===== src/rtl/video_register_port_defines.svh =====
// Assertion macros for the video register port.
// Included by video_register_port, which carries the checks; no other dependencies.
`ifndef VIDEO_REGISTER_PORT_DEFINES_SVH
`define VIDEO_REGISTER_PORT_DEFINES_SVH
`ifndef SYNTHESIS
// Checks that a property holds on every clock edge outside reset.
`define VRP_ASSERT(label, prop) \
	label: assert property (@(posedge clk) disable iff (!arst_n) prop) \
		else $error("video_register_port: property check failed");
// Checks that a condition never holds outside reset.
`define VRP_FORBID(label, cond) \
	label: assert property (@(posedge clk) disable iff (!arst_n) !(cond)) \
		else $error("video_register_port: forbidden condition seen");
`else
`define VRP_ASSERT(label, prop)
`define VRP_FORBID(label, cond)
`endif
`endif


===== src/rtl/vrp_pkg.sv =====
// Shared types and constants of the video register port.
// No dependencies; used by every module of the block.
package vrp_pkg;

	// Memory sizes and address widths.
	localparam int PAT_AW = 13;
	localparam int NT_AW = 11;
	localparam int PAL_AW = 5;
	localparam int OAM_AW = 8;

	// Command codes.
	localparam logic [1:0] CMD_READ = 2'd0;
	localparam logic [1:0] CMD_WRITE = 2'd1;
	localparam logic [1:0] CMD_LOAD = 2'd2;
	localparam logic [1:0] CMD_NOP = 2'd3;

	// Register window.
	localparam logic [2:0] REG_CONTROL = 3'd0;
	localparam logic [2:0] REG_MASK = 3'd1;
	localparam logic [2:0] REG_STATUS = 3'd2;
	localparam logic [2:0] REG_OAM_ADDR = 3'd3;
	localparam logic [2:0] REG_OAM_DATA = 3'd4;
	localparam logic [2:0] REG_SCROLL = 3'd5;
	localparam logic [2:0] REG_VRAM_ADDR = 3'd6;
	localparam logic [2:0] REG_VRAM_DATA = 3'd7;

	// VRAM address map, in the 14-bit space.
	localparam logic [13:0] NT_BASE = 14'h2000;
	localparam logic [13:0] PAL_BASE = 14'h3f00;

	// Address steps for VRAM data accesses.
	localparam logic [15:0] STEP_COLUMN = 16'h0001;
	localparam logic [15:0] STEP_ROW = 16'h0020;

	// Control and mask bits.
	localparam int CTRL_ROW_STEP_BIT = 2;
	localparam int MASK_SHOW_BG_BIT = 3;

	// Input beat.
	typedef struct packed {
		logic [1:0]  command;
		logic [2:0]  register_select;
		logic [7:0]  write_data;
		logic [12:0] pattern_address;
		logic [1:0]  status_flags;
	} cmd_beat_t;

	// Result beat.
	typedef struct packed {
		logic [7:0] read_data;
		logic [7:0] control_byte;
		logic [7:0] mask_byte;
		logic [7:0] scroll_x;
		logic [7:0] scroll_y;
	} rsp_beat_t;

	// Write request into the VRAM memories.
	typedef struct packed {
		logic              nt_we;
		logic              pal_we;
		logic              pat_we;
		logic [PAT_AW-1:0] pat_addr;
		logic [7:0]        data;
	} vram_wr_t;

	// Registered read data of the VRAM memories.
	typedef struct packed {
		logic [7:0] pat;
		logic [7:0] nt;
		logic [7:0] pal;
	} vram_rd_t;

endpackage


===== src/rtl/vrp_oam.sv =====
// Sprite attribute memory of the video register port.
// Depends on vrp_pkg for the address width.
module vrp_oam (
	input  logic                       clk,
	input  logic [vrp_pkg::OAM_AW-1:0] addr,
	input  logic                       we,
	input  logic [7:0]                 wdata,
	output logic [7:0]                 rdata
);

	logic [7:0] oam_mem [2**vrp_pkg::OAM_AW];

	// One write and one registered read, both at the OAM address.
	always_ff @(posedge clk) begin
		if (we) begin
			oam_mem[addr] <= wdata;
		end
		rdata <= oam_mem[addr];
	end

endmodule


===== config.mk =====
export PLATFORM = sky130hd
export DESIGN_NAME = vrp_oam
export DESIGN_NICKNAME = d
export VERILOG_FILES = /design/src/rtl/video_register_port_defines.svh /design/src/rtl/vrp_pkg.sv /design/src/rtl/vrp_oam.sv
export SDC_FILE = /design/constraint.sdc
export NUM_CORES = 2
export LEC_CHECK = 0
export BUFFER_PORTS_ARGS = -buffer_cell sky130_fd_sc_hd__buf_2
export CAP_MARGIN = 20
export CORE_MARGIN = 4
export CORE_UTILIZATION = 62
export DETAILED_ROUTE_END_ITERATION = 8
export PLACE_DENSITY_LB_ADDON = 0.12
export SKIP_LAST_GASP = 1
export SYNTH_ARGS = -nofsm -noshare
export SYNTH_HDL_FRONTEND = slang
export SYNTH_SLANG_ARGS = --single-unit

===== constraint.sdc =====
create_clock -name clk -period 3.6 [get_ports clk]
set_input_delay 0.18 -clock clk [delete_from_list [all_inputs] [get_ports clk]]
set_output_delay 0.18 -clock clk [all_outputs]
set_load 0.05 [all_outputs]

==> run summary <==
The run finished with clean final reports. Setup violations remaining at the end of the flow were counted as 0. The post-detailed-route wirelength per cell came out at 33.2 um. The run gives 0 as the count of final hold-check violations. Of the available clock period, the critical path in the final layout requires 78.0%.

Endpoint kind of the worst setup timing path: a flop. STA classifies the critical path startpoint as a flop. The tools report the clock latency of the later-clocked register in the worst-skew pair as 0.83 ns. In the routed design, unresolved DRC markers number 0. The largest single stage delay on the critical path is 0.94 ns. The via count of the first global-routing pass was 39.4k; the amount of wire on met3 after detailed routing was 20100 um. Post-synthesis cell count: 3547.

The leading cell type in the layout, fill and taps excluded was sky130_fd_sc_hd__edfxtp_1. The area share of fa/ha/maj cells after synthesis came out at 0%. For the worst setup path, the data arrival time is 3.50 ns.

The startpoint identified for the worst hold timing path is wdata[2]. The number of nets at the end of the flow was 3863; the post-synthesis area per instance was 22.1 sq um. After detailed routing, the wire length on met1 is 71700 um.

Setup repair after global routing left no endpoint under its margin. The required time at the endpoint of the critical path was 4.29 ns; the multiplexer share of the synthesized area was 14.7%. The pre-antenna-repair detailed-routing pass consisted of 6 iterations.

The tools report the number of cell rows as 130. The fraction of the yosys area taken by sequential cells came out at 78.6%. The synthesized cell area is 78500 sq um, and the proportion of layout cells with a drive suffix above 1 is 28.5%. The total global routing overflow was 0; the warning count from the yosys run was 0. Counting cells, the worst reg-to-reg path comes to 6. Routability-driven placement finished with a final weighted congestion of 0.863.

The run gives 4 as the number of H-tree levels. The number of buffers added on ports was 25; the area growth from synthesis to layout was 13.2%. The chip width is 364 um. The run gives 38.8k as the via count. The placed wire-length estimate after detailed placement came out at 115000 um.

The maximum buffer depth of the clock tree was 3. Highest net fanout along the worst path: 1. Across every metal layer, demand over resource in global routing totals 29.2%. Category of the most critical setup path: flop to flop. The tool flagged a number of max-cap violations equal to 0. After detailed routing, no signal wire sits above met4.

The tools report the largest net degree at the start of global routing as 134. The logs give 0.0683 ns for the post-route worst hold slack and 3565 for the net count of the mapped netlist. After clock tree synthesis, the clock-pin slew on the worst setup and hold paths is 0.06 ns. The detail route stage leaves a number of antenna-violating nets equal to 0.

Destination of the critical timing path: rdata[1]. In this design, the largest share of critical-path delay is due to compound AO/OA/AOI/OAI gates. The synthesized design contains 2056 register bits. The number of distinct library cell variants in the gate-level netlist after synthesis is 22. Combinational family with the most area after synthesis: multiplexers.

The tools report the highest ir drop seen on vdd as 0.541 mV. The die covers 132000 sq um. The cell depth of the worst hold path works out to 1. The tools report the initial antenna violation count as 2. Summed over all nets, wire length on met2 after detailed routing comes to 90100 um.

The parity-gate share of the synthesized area counting xor and xnor cells came out at 0%. The number of cells on the critical path was 6. After detailed routing, the total wire length is 188000 um.

For the final database, setup skew stands at 0.0248 ns. The tools report the initial standard-cell utilization of the core as 62.4%. In this run the critical register-to-register path is launched from oam_mem[111][1].

Headroom to the max-slew limit came out at 22.6%. After routing the design area is 88900 sq um. Actual slew at the worst max-slew pin: 1.15 ns. For flop-to-flop paths, the worst setup slack is 0.79 ns.

The post-layout utilization of the core came out at 70.7%. The tools report the master cell of the clock root buffer as sky130_fd_sc_hd__clkbuf_16. The core region is 126000 sq um.

The post-route minimum period was 2.81 ns. The max-slew violation count is 0. 26 I/O pins were placed. Derived from the worst setup path, the maximum achievable clock frequency is 356 MHz. TritonCTS built the clock tree. The timing startpoint of the critical path is oam_mem[111][1].

In the layout the commonest cells are 2048 x sky130_fd_sc_hd__edfxtp_1, 512 x sky130_fd_sc_hd__mux4_2, 264 x sky130_fd_sc_hd__buf_4, 256 x sky130_fd_sc_hd__a22oi_1, 231 x sky130_fd_sc_hd__nor2_1. The sum of buffers and inverters on the critical path was 1. The slowest cell on the critical path is sky130_fd_sc_hd__o41ai_1. Using the TritonRoute via totals, the vias-per-cell ratio works out to 6.86. The critical path goes through mux4_2, a22oi_1, a21oi_1, o41ai_1, buf_4, nand4_1. The area of placed instances is 82400 sq um, and the fraction of the mapped netlist area in simple logic gates is 1.73%.

The power per standard cell area is 552 nW/um^2. Summing the areas of all compound-gate instances in the mapped netlist gives 3.62% of the synthesized area. Summed over all cells, the static leakage comes to 27.6 nW. The first routing iteration left 5606 violations. Sink count of the clock tree: 2056.

The first global-routing pass estimated 276000 um of wire. Post-CTS repair changed the size of 0 cells. The worst reg2reg path endpoint is rdata[1]. The tools report the TritonCTS buffer count as 196.

The number of setup buffers added after CTS is 0. The die extent in y is 364 um. After routing, the total negative slack on setup checks comes to 0 ns.

The type of the most critical hold path is input pin to flop.
## where the power goes
group,switching (mW),internal (mW)
clock network,8.84,11.5
logic,1.49,0.821
registers,0.0469,26.4
total,10.4,38.7
## flip-flops by register name, summed over array words and instances (netlist names)
register,flops
rdata,8
oam_mem,2048
## cells in the mapped netlist, drive strengths merged
cell type | n | area [sq um]
edfxtp | 2048 | 61500
or2 | 2 | 12.5
and2 | 3 | 18.8
mux4 | 512 | 11500
nand2 | 28 | 105
a21oi | 128 | 641
nand2b | 6 | 37.5
nand3 | 13 | 65.1
nor3 | 30 | 150
nand4 | 8 | 50.1
nor2b | 7 | 43.8
nor2 | 232 | 871
a22oi | 256 | 1920
or3 | 1 | 6.26
dfxtp | 8 | 160
buf | 87 | 552
clkbuf | 145 | 544
inv | 1 | 3.75
o41ai | 32 | 280
## routing by layer
layer  track usage (%)  up-vias
met5                 0        -
met4              9.36        0
met3              6.59      317
met2              44.9     2318
met1              43.0    20500
li1                  -    15700
## area by class of cell
type | count | area [sq um]
sequential | 2056 | 61700
fill | 7237 | 36900
multi-input combinational | 1258 | 15800
clock buffer | 233 | 5110
timing repair buffer | 332 | 2990
tap | 1650 | 2060
clock inverter | 128 | 1260
antenna | 2 | 5.00
inverter | 1 | 3.75
## worst min-delay path by stage
stage / slack [ns] / end
2_1_floorplan: 0.28 / oam_mem[0][0]
3_3_place_gp: 0.74 / rdata[3]
3_5_place_dp: 0.75 / rdata[3]
4_1_cts: 0.01 / rdata[3]
5_1_grt: 0.07 / rdata[3]
6_report: 0.07 / oam_mem[90][2]
## stage by stage
step	power [mW]	cells	worst slack, ns
finish	49.1	5660	0.792
global route	50.6	5658	0.716
CTS	49.3	5657	0.756
detailed placement	29.2	5292	-0.0186
global placement	29.2	5291	-0.223
floorplan	28.1	3547	1.20
## repair_timing
item	4_1_cts	5_1_grt
setup endpoints to repair	0	0
hold buffers	4	0
hold endpoints to repair	142	0
## logic make-up (layout without fill, tap and decap cells)
group,Yosys count,count (layout)
other,0,2
buffers and inverters,233,694
flip-flops,2056,2056
AND/OR/NAND/NOR,330,330
AO/OA/AOI/OAI,416,416
multiplexers,512,512
No activity file was read; power rests on OpenSTA's default activity.
